===== config.mk =====
export PLATFORM = sky130hd
export DESIGN_NAME = csbg_phase
export DESIGN_NICKNAME = d
export VERILOG_FILES = /design/src/rtl/csbg_pkg.sv /design/src/rtl/csbg_phase.sv
export SDC_FILE = /design/constraint.sdc
export NUM_CORES = 2
export LEC_CHECK = 0
export BUFFER_PORTS_ARGS = -buffer_cell sky130_fd_sc_hd__buf_2
export CORE_AREA = 2 2 295 297
export CTS_CLUSTER_DIAMETER = 150
export DETAILED_ROUTE_END_ITERATION = 12
export DIE_AREA = 0 0 297 299
export PLACE_DENSITY = 0.72
export SLEW_MARGIN = 20
export SYNTH_ARGS = -nofsm -noshare
export SYNTH_HDL_FRONTEND = slang
export SYNTH_SLANG_ARGS = --single-unit

===== constraint.sdc =====
create_clock -name clock -period 6.99 [get_ports clock]
set_input_delay 0.3495 -clock clock [delete_from_list [all_inputs] [get_ports clock]]
set_output_delay 0.3495 -clock clock [all_outputs]
set_load 0.03 [all_outputs]

===== src/rtl/csbg_pkg.sv =====
package csbg_pkg;

   // configuration register indexes
   typedef enum logic [2:0] {
      CSR_VIDEO_MODE         = 3'd0,
      CSR_BLANKING_LEVEL     = 3'd1,
      CSR_WHITE_LEVEL        = 3'd2,
      CSR_BURST_FIRST_SAMPLE = 3'd3,
      CSR_BURST_LAST_SAMPLE  = 3'd4,
      CSR_PHASE_STEP         = 3'd5,
      CSR_ONE_CYCLE_SAMPLES  = 3'd6,
      CSR_TWO_CYCLE_SAMPLES  = 3'd7
   } csbg_csr_index_type;

   // envelope region of a sample inside the burst window
   typedef enum logic [1:0] {
      REGION_FLAT,
      REGION_RISE,
      REGION_FALL
   } csbg_region_type;

   typedef struct packed {
      logic        video_mode;
      logic [15:0] blanking_level;
      logic [15:0] white_level;
      logic [11:0] burst_first_sample;
      logic [11:0] burst_last_sample;
      logic [31:0] phase_step;
      logic [7:0]  one_cycle_samples;
      logic [8:0]  two_cycle_samples;
   } csbg_cfg_type;

   // side data handed from the phase pipe to the shaping pipe
   typedef struct packed {
      logic            in_win;
      csbg_region_type region;
      logic [13:0]     amp_mag;
      logic            amp_neg;
   } csbg_mid_type;

   localparam csbg_cfg_type CFG_RESET = '{
      video_mode:         1'b0,
      blanking_level:     16'd16384,
      white_level:        16'd53248,
      burst_first_sample: 12'd0,
      burst_last_sample:  12'd0,
      phase_step:         32'h4000_0000,
      one_cycle_samples:  8'd4,
      two_cycle_samples:  9'd8
   };

   // pal line sequence
   localparam logic [11:0] FIELD_PAIR_LINES  = 12'd625;
   localparam logic [11:0] ODD_FIELD_LINES   = 12'd314;
   localparam logic [31:0] PAL_LINE_STEP     = 32'd3228097420;
   localparam logic [31:0] PAL_OFFSET_EVEN   = 32'h6000_0000;
   localparam logic [31:0] PAL_OFFSET_ODD    = 32'hA000_0000;
   // ntsc burst sits a half cycle off the line phase
   localparam logic [1:0]  NTSC_BURST_QUARTERS = 2'd2;

   // amplitude: range/5 and range*3/14 by reciprocal, exact for 16-bit magnitudes
   localparam logic [19:0] AMP_RECIP_NTSC = 20'd838864;
   localparam logic [19:0] AMP_RECIP_PAL  = 20'd898782;
   localparam int          AMP_SHIFT      = 22;

   // ramp fraction: divide by three, exact below 2^17
   localparam logic [16:0] DIV3_MUL    = 17'd43691;
   localparam int          DIV3_SHIFT  = 17;
   // a ramp product of RAMP_SAT_UNITS or more whole phase turns saturates
   localparam logic [12:0] RAMP_SAT_UNITS = 13'd3;

   localparam logic [15:0] ENV_ONE = 16'd32768;

   // q30 odd polynomial for sin(pi/2 * u)
   localparam logic [63:0] POLY_A1 = 64'd1686629713;
   localparam logic [63:0] POLY_A3 = 64'd693598668;
   localparam logic [63:0] POLY_A5 = 64'd85569305;
   localparam logic [63:0] POLY_A7 = 64'd5026996;
   localparam logic [63:0] POLY_A9 = 64'd172272;
   localparam logic [63:0] Q30_ONE = 64'd1073741824;

   // quarter-wave entry k of a table with 2^qbits steps per quarter, q1.15 magnitude
   function automatic logic [14:0] sine_mag(input int k, input int qbits);
      logic [63:0] u;
      logic [63:0] u2;
      logic [63:0] t;
      logic [63:0] s;
      logic [63:0] mag;
      u   = 64'(k) << (30 - qbits);
      u2  = (u * u) >> 30;
      t   = POLY_A7 - ((u2 * POLY_A9) >> 30);
      t   = POLY_A5 - ((u2 * t) >> 30);
      t   = POLY_A3 - ((u2 * t) >> 30);
      t   = POLY_A1 - ((u2 * t) >> 30);
      s   = (u * t) >> 30;
      mag = (s * 64'd32767 + (64'd1 << 29)) >> 30;
      if (mag > 64'd32767) begin
         mag = 64'd32767;
      end
      return mag[14:0];
   endfunction

endpackage


===== src/rtl/csbg_phase.sv =====
module csbg_phase #(
   parameter int SINE_TABLE_BITS = 10
) (
   input  logic                       clock,
   input  logic                       reset,
   input  csbg_pkg::csbg_cfg_type     cfg,
   input  logic                       in_valid,
   output logic                       in_ready,
   input  logic [15:0]                field_index,
   input  logic [9:0]                 line_index,
   input  logic [11:0]                sample_index,
   output logic                       out_valid,
   input  logic                       out_ready,
   output logic [SINE_TABLE_BITS-1:0] sine_idx,
   output logic [SINE_TABLE_BITS-1:0] cos_idx,
   output csbg_pkg::csbg_mid_type     mid
);
   import csbg_pkg::*;

   localparam int TB       = SINE_TABLE_BITS;
   localparam int RAMP_LSB = 33 - TB;
   localparam logic [TB-1:0] IDX_QUARTER = TB'(1) << (TB - 2);
   localparam logic [TB-1:0] IDX_HALF    = TB'(1) << (TB - 1);

   // stage handshake
   logic a_v_ff, b_v_ff, c_v_ff;
   logic adv_a, adv_b, adv_c;

   assign adv_c    = !c_v_ff || out_ready;
   assign adv_b    = !b_v_ff || adv_c;
   assign adv_a    = !a_v_ff || adv_b;
   assign in_ready = adv_a;

   always_ff @(posedge clock) begin
      if (reset) begin
         a_v_ff <= 1'b0;
         b_v_ff <= 1'b0;
         c_v_ff <= 1'b0;
      end else begin
         if (adv_a) begin
            a_v_ff <= in_valid;
         end
         if (adv_b) begin
            b_v_ff <= a_v_ff;
         end
         if (adv_c) begin
            c_v_ff <= b_v_ff;
         end
      end
   end

   // stage a: window, envelope region, line count, amplitude magnitude
   logic signed [13:0] samp_s, rise_lo, fall_lo, diff;
   logic [12:0]        rise_hi, fall_hi;
   logic [16:0]        range;
   logic [11:0]        a_samp_in, a_samp_ff;
   logic [12:0]        a_p_in, a_p_ff;
   logic [11:0]        a_n_in, a_n_ff;
   logic [1:0]         a_ntsc_in, a_ntsc_ff;
   logic [15:0]        a_amag_in, a_amag_ff;
   logic               a_win_in, a_win_ff;
   logic               a_aneg_in, a_aneg_ff;
   csbg_region_type    a_region_in, a_region_ff;

   always_comb begin
      samp_s     = $signed({2'b00, sample_index});
      rise_lo    = $signed({2'b00, cfg.burst_first_sample})
                   - $signed({5'b0, cfg.two_cycle_samples});
      rise_hi    = {1'b0, cfg.burst_first_sample} + {5'b0, cfg.one_cycle_samples};
      fall_lo    = $signed({2'b00, cfg.burst_last_sample})
                   - $signed({6'b0, cfg.one_cycle_samples});
      fall_hi    = {1'b0, cfg.burst_last_sample} + {4'b0, cfg.two_cycle_samples};
      a_win_in   = (samp_s >= rise_lo) && ({1'b0, sample_index} < fall_hi);
      if ({1'b0, sample_index} < rise_hi) begin
         a_region_in = REGION_RISE;
         diff        = samp_s - rise_lo;
      end else if (samp_s >= fall_lo) begin
         a_region_in = REGION_FALL;
         diff        = samp_s - fall_lo;
      end else begin
         a_region_in = REGION_FLAT;
         diff        = '0;
      end
      a_p_in    = diff[12:0];
      a_samp_in = sample_index;
      a_n_in    = 12'(field_index[2:1]) * FIELD_PAIR_LINES
                  + (field_index[0] ? ODD_FIELD_LINES : 12'd0)
                  + {2'b00, line_index};
      a_ntsc_in = 2'(field_index[1:0] * 2'd3) + {line_index[0], 1'b0}
                  + NTSC_BURST_QUARTERS;
      range     = {1'b0, cfg.white_level} - {1'b0, cfg.blanking_level};
      a_aneg_in = range[16];
      a_amag_in = range[16] ? 16'(-range) : range[15:0];
   end

   always_ff @(posedge clock) begin
      if (adv_a) begin
         a_samp_ff   <= a_samp_in;
         a_p_ff      <= a_p_in;
         a_n_ff      <= a_n_in;
         a_ntsc_ff   <= a_ntsc_in;
         a_amag_ff   <= a_amag_in;
         a_win_ff    <= a_win_in;
         a_aneg_ff   <= a_aneg_in;
         a_region_ff <= a_region_in;
      end
   end

   // stage b: the products
   logic [31:0]     b_lin_in, b_lin_ff;
   logic [44:0]     b_rp_in, b_rp_ff;
   logic [31:0]     b_pal_in, b_pal_ff;
   logic [35:0]     b_amp_in, b_amp_ff;
   logic            b_n0_ff, b_win_ff, b_aneg_ff;
   logic [1:0]      b_ntsc_ff;
   csbg_region_type b_region_ff;

   always_comb begin
      b_lin_in = 32'(a_samp_ff) * cfg.phase_step;
      b_rp_in  = 45'(a_p_ff) * 45'(cfg.phase_step);
      b_pal_in = 32'(a_n_ff) * PAL_LINE_STEP;
      b_amp_in = 36'(a_amag_ff) * 36'(cfg.video_mode ? AMP_RECIP_PAL : AMP_RECIP_NTSC);
   end

   always_ff @(posedge clock) begin
      if (adv_b) begin
         b_lin_ff    <= b_lin_in;
         b_rp_ff     <= b_rp_in;
         b_pal_ff    <= b_pal_in;
         b_amp_ff    <= b_amp_in;
         b_n0_ff     <= a_n_ff[0];
         b_ntsc_ff   <= a_ntsc_ff;
         b_win_ff    <= a_win_ff;
         b_aneg_ff   <= a_aneg_ff;
         b_region_ff <= a_region_ff;
      end
   end

   // stage c: burst phase and ramp phase down to table indexes
   logic [31:0]     line_phase, phase;
   logic [TB:0]     ramp_q;
   logic [TB+17:0]  ramp_qm;
   logic [TB-1:0]   ramp_div;
   logic            ramp_sat;
   logic [TB-1:0]   c_sine_in, c_sine_ff;
   logic [TB-1:0]   c_cos_in, c_cos_ff;
   csbg_mid_type    c_mid_in, c_mid_ff;

   always_comb begin
      if (cfg.video_mode) begin
         line_phase = b_pal_ff + (b_n0_ff ? PAL_OFFSET_ODD : PAL_OFFSET_EVEN);
      end else begin
         line_phase = {b_ntsc_ff, 30'b0};
      end
      phase     = b_lin_ff + line_phase;
      c_sine_in = phase[31 -: TB];

      // only the top table bits of t/2 + quarter are needed
      ramp_sat = b_rp_ff[44:32] >= RAMP_SAT_UNITS;
      ramp_q   = b_rp_ff[RAMP_LSB +: TB+1];
      ramp_qm  = (TB+18)'(ramp_q) * (TB+18)'(DIV3_MUL);
      ramp_div = ramp_sat ? IDX_HALF : ramp_qm[DIV3_SHIFT +: TB];
      c_cos_in = ramp_div + IDX_QUARTER;

      c_mid_in.in_win  = b_win_ff;
      c_mid_in.region  = b_region_ff;
      c_mid_in.amp_mag = b_amp_ff[AMP_SHIFT +: 14];
      c_mid_in.amp_neg = b_aneg_ff;
   end

   always_ff @(posedge clock) begin
      if (adv_c) begin
         c_sine_ff <= c_sine_in;
         c_cos_ff  <= c_cos_in;
         c_mid_ff  <= c_mid_in;
      end
   end

   assign out_valid = c_v_ff;
   assign sine_idx  = c_sine_ff;
   assign cos_idx   = c_cos_ff;
   assign mid       = c_mid_ff;

endmodule


Word level (Yosys, flattened, before mapping)
Cells that the tools add are included.
{"block": "word_totals", "elab_cells": 69, "output_inout_bits": 40, "register_bits": 250, "inputBits": 148}
{"block": "op_classes", "muxes": 9, "n_lt_le_gt_ge": 5, "mul": 7, "n_addsub": 15, "n_reduce_logical": 7}
{"cell": "adder 32 bit", "count": 2}
{"cell": "2-to-1 mux 32 bit", "count": 2}
{"cell": "multiplier 13 x 32 -> 45 bit", "count": 1}
{"cell": "multiplier 16 x 20 -> 36 bit", "count": 1}
{"cell": "multiplier 12 x 32 -> 32 bit", "count": 1}
{"cell": "multiplier 12 x 30 -> 30 bit, second input constant", "count": 1}
{"cell": "multiplier 11 x 16 -> 27 bit, second input constant", "count": 1}
{"cell": "greater-or-equal comparator 13 bit", "count": 2}
{"cell": "< comparator 12 x 13 -> 1 bit", "count": 2}
{"cell": "2-to-1 mux 13 bit", "count": 2}
{"cell": "subtractor 13 bit", "count": 2}
{"cell": "2-to-1 mux 17 bit", "count": 1}
{"cell": "subtractor 16 x 16 -> 17 bit", "count": 1}
{"cell": "2-to-1 mux 16 bit", "count": 1}
{"cell": "negation 16 bit", "count": 1}
{"cell": "adder 12 x 8 -> 13 bit", "count": 1}
{"cell": "adder 12 x 9 -> 13 bit", "count": 1}
{"cell": "greater-or-equal comparator 13 x 2 -> 1 bit, second input constant", "count": 1}
{"cell": "subtractor 12 x 8 -> 13 bit", "count": 1}
{"cell": "subtractor 12 x 9 -> 13 bit", "count": 1}
{"cell": "adder 12 x 10 -> 12 bit", "count": 1}
{"cell": "adder 12 x 9 -> 12 bit", "count": 1}
{"cell": "multiplier 2 x 10 -> 12 bit, second input constant", "count": 1}
{"cell": "adder 10 x 9 -> 10 bit, second input constant", "count": 1}
{"cell": "other kinds (9)", "count": 13}

Depth between registers and ports, before layout
{"block": "depth", "word_depth": 4, "mapped_depth": 26, "mapped_depth_nobuf": 25}

Least setup slack after synthesis
Ideal clock, no wire load.
{"block": "synth_timing", "path_type": "input to register", "start": "input cfg[105] in the netlist's numbering", "end": "register b_amp_ff[35], data pin", "path_stages": 24, "t_arrival_ns": 6.207, "path_slack_ns": 0.523, "n_path_buf": 2, "setup_time_ns": 0.260, "t_required_ns": 6.730, "path_cell_list": "clkbuf_1 > buf_1 > nand2_1 > inv_1 > fa_1 > fa_1 > fa_1 > inv_1 > fa_1 > inv_1 > fa_1 > inv_1 > fa_1 > inv_1 > ha_1 > a21o_1 > a21o_1 > a21o_1 > a21o_1 > a21oi_1 > o21ai_0 > a211o_1 > a21oi_1 > xnor2_1"}
{"block": "synth_between", "elab_chain_cells": 2}
{"element": "from (decl)", "line_no": "csbg_phase.sv:6", "rtl": "input csbg_pkg::csbg_cfg_type cfg,"}
{"element": "2-to-1 mux 17 bit", "line_no": "csbg_phase.sv:122", "rtl": "b_amp_in = 36'(a_amag_ff) * 36'(cfg.video_mode ? AMP_RECIP_PAL : AMP_RECIP_NTSC);"}
{"element": "multiplier 16 x 20 -> 36 bit", "line_no": "csbg_phase.sv:122"}
{"element": "net b_amp_in[35]", "line_no": "csbg_phase.sv:113", "rtl": "logic [35:0] b_amp_in, b_amp_ff;"}
{"element": "to (signal assigned)", "line_no": "csbg_phase.sv:130", "rtl": "b_amp_ff <= b_amp_in;"}
{"element": "to (decl)", "line_no": "csbg_phase.sv:113"}
The timed path passes the listed nets, and every way through them passes these cells.
A chain may end at the register's enable or synchronous reset.

Worst setup path after layout
{"block": "layout_timing", "start": "register a_p_ff[1]", "end": "register b_rp_ff[35], data pin"}
{"block": "layout_between", "elab_chain_cells": 1}
{"element": "from (decl)", "line_no": "csbg_phase.sv:57", "rtl": "logic [12:0] a_p_in, a_p_ff;"}
{"element": "from (signal assigned)", "line_no": "csbg_phase.sv:99", "rtl": "a_p_ff <= a_p_in;"}
{"element": "multiplier 13 x 32 -> 45 bit", "line_no": "csbg_phase.sv:120", "rtl": "b_rp_in = 45'(a_p_ff) * 45'(cfg.phase_step);"}
{"element": "net b_rp_in[35]", "line_no": "csbg_phase.sv:111", "rtl": "logic [44:0] b_rp_in, b_rp_ff;"}
{"element": "to (signal assigned)", "line_no": "csbg_phase.sv:128", "rtl": "b_rp_ff <= b_rp_in;"}
{"element": "to (decl)", "line_no": "csbg_phase.sv:111"}
The timed path passes the listed nets, and every way through them passes these cells.

==> summary.txt <==
Outcome
  – Status: completed

Floorplanning
  – I/O Pins: 188
  – Core area: 0.08594 mm^2
  – Die Ht: 299 um
  – Die X: 297 um
  – Full die area: 0.08880 mm^2
  – Rows: 108
  – Starting Density: 0.5431

Timing
  – Worst Setup Slack, final: 0.3690 ns
  – RSZ-0062 raised after global routing: false
  – Fin. Hold Viols: 0
  – Final setup vio count: 0
  – Fin crit share: 0.9472
  – Worst-margin pin slew: 1.101 ns
  – Fin crit period: 6.621 ns
  – F_max: 151.0 MHz
  – Max Transition Viols Final: 0
  – Max_slew headroom: 0.2663
  – Clk_skew: 0.01236 ns
  – Setup TNS: 0 ns
  – Min Hold Slack: 0.03580 ns

Hold path
  – Hold/Removal Path Class: in2reg
  – Hold Path Depth: 1

Worst setup path
  – Critical Path Start Type: register
  – Setup CP Type: reg2reg
  – Critical path peak fanout: 18
  – Data arrival time of the critical path: 6.96 ns
  – Worst R2R Path Depth: 20
  – Worst Path Required: 7.33 ns
  – Crit. End Element: register

Synth
  – Synthesized area: 0.04668 mm^2
  – Syn. warnings: 0
  – Syn avg cell area: 9.598 um^2
  – Syn Inst Count: between 4k and 5k
  – Syn nets: 6477
  – Main flop type after synthesis: edfxtp_1
  – Post-synth cell types: 68
  – Sequential share of the synthesized area: 0.1293
  – Cells taking the most area after synthesis: fa_1 38%, ha_1 16%, edfxtp_1 13%
  – Post-synth top area share: 0.3761
  – Area leader, netlist: fa_1
  – Post-synth EDFFs: 199
  – Post-synth ARST share: 0
  – Post-synthesis register bit count: 202

Clock network
  – H-tree depth: 1
  – Clock Sinks: 202
  – Post_cts resized: 0
  – CTS tree: done
  – CTS Buf Count: 25
  – Clk_lat worst skew: 0.60 ns
  – CTS Buffer Depth: 3
  – Clk pin slew, worst setup/hold paths: 0.07 ns
  – CTS Root Cell: clkbuf_16

Route
  – Violation count after the first detailed-routing iteration: about 1.8k
  – Final ANT Viol Nets: 0
  – Vias per inst: 5.317
  – Total iterations of the first detailed-routing run: 5
  – DR WL/cell: 16.61 um
  – Via count: 32.74k
  – Post-Route WL: 102300 um
  – DR DRC count: 0

GRT
  – Largest net degree at the start of global routing: 65
  – Vias in the first global route: 34.45k
  – First-pass GRT wire length: 171400 um
  – Overflow after GRT: 0
  – Gr usage total: 0.2378
  – Initial antenna violation count: 4

Layout
  – NumNets Final: approximately 6.6k
  – Most frequent cells in the layout: 1142 x inv_1, 877 x fa_1, 589 x ha_1
  – Share of cells above drive strength 1: 0.06020
  – Most common cell after layout, fill and taps aside: inv_1
  – Fillers: roughly 7.4k
  – Synthesis-to-layout area growth: 6.739%

Placed design
  – I/O Buffers: 174
  – RePlAce Congestion: 0.8976
  – Pre-CTS setup slack: 0.1369 ns
  – Post-DP HPWL: 85690 um

Job
  – Max-cap viol count: 0
==> cells in the mapped netlist, types with 17 or more instances <==
| library cell | instances |
|---|---|
| edfxtp_1 | 199 |
| xor2_1 | 60 |
| inv_1 | 1144 |
| nor3_1 | 30 |
| and3_1 | 17 |
| nor2_1 | 103 |
| o21bai_1 | 25 |
| fa_1 | 877 |
| ha_1 | 589 |
| nand4_1 | 21 |
| a211oi_1 | 18 |
| o21ai_0 | 92 |
| xnor2_1 | 168 |
| nand2_1 | 571 |
| nor2b_1 | 29 |
| clkbuf_1 | 149 |
| and2_1 | 292 |
| nand3_1 | 35 |
| o21a_1 | 21 |
| a21o_1 | 70 |
| nand2b_1 | 29 |
| a21oi_1 | 159 |
==> worst paths after layout <==
kind / from / endpoint / slack, ns
max: a_p_ff[1]$_DFFE_PP_ / b_rp_ff[35]$_DFFE_PP_ / 0.37
min: sample_index[5] / a_samp_ff[5]$_DFFE_PP_ / 0.04
max reg2reg: a_p_ff[1]$_DFFE_PP_ / b_rp_ff[35]$_DFFE_PP_ / 0.37
min reg2reg: a_region_ff[0]$_SDFFCE_PP1P_ / b_region_ff[0]$_DFFE_PP_ / 0.42
==> per-stage QoR <==
| step | std cells | utilization | area (um^2) |
|---|---|---|---|
| final | 6157 | 0.5797 | 49820 |
| after detailed placement | 6106 | 0.5694 | 48930 |
| after global placement | 6106 | 0.5694 | 48930 |
| after floorplan | 4863 | - | 46680 |
| after global routing | 6157 | 0.5797 | 49820 |
| after CTS | 6155 | 0.5796 | 49820 |
==> cell families (layout without fill, tap and decap cells) <==
logic type,count (synthesis),after routing,synth area share
mux,3,3,0.0006434
flops,202,202,0.1293
fa+ha+maj,1466,1466,0.5340
xor+xnor,228,228,0.04278
other cells,0,2,0
buf+inv,1298,1435,0.1044
compound gates,498,498,0.06964
simple gates,1168,1168,0.1192
==> registers in the layout, indices dropped and copies added, names as in the netlist, 12 cells and up <==
name       count
b_lin_ff      30
a_p_ff        13
a_samp_ff     12
mid           18
b_pal_ff      30
b_rp_ff       22
b_amp_ff      14
a_amag_ff     16
a_n_ff        12
==> worst max-delay path, stage by stage (launching register included) <==
cell and delay (ns):
edfxtp_1 0.71, buf_4 0.34, nand2_1 0.11, fa_1 0.56, inv_1 0.05, fa_1 0.46
fa_1 0.52, fa_1 0.55, inv_1 0.05, fa_1 0.48, inv_1 0.04, ha_1 0.29
a21oi_1 0.19, o22ai_1 0.15, or3_1 0.37, a31o_1 0.24, a41o_4 0.29, a311oi_4 0.37
o21ai_0 0.19, a21o_1 0.22, xor2_1 0.15
==> layer usage <==
layer	vias to the layer above	share of wire	GRT usage
met5	-	0.00025	0
met4	4	0.026	0.06181
met3	159	0.061	0.03613
met2	901	0.49	0.4055
met1	16390	0.43	0.3190
li1	15280	-	-
==> cell type report <==
type	instances	area [um^2]	area share
antenna	2	5.005	0.0001005
timing repair buffer	246	1421	0.02853
multi-input combinational	3363	35770	0.7180
tap	1155	1445	0.02901
inverter	1144	4298	0.08627
clock buffer	28	636.9	0.01278
clock inverter	17	205.2	0.004119
sequential	202	6036	0.1211
==> timing repair <==
action                    in CTS  in global routing
hold endpoints to repair       5                  0
hold buffers                   4                  0
buffers inserted               0                  0
Power is left out: the tool's default activity adds up to more than one toggle a clock period on the data nets, which glitch-free logic cannot reach.
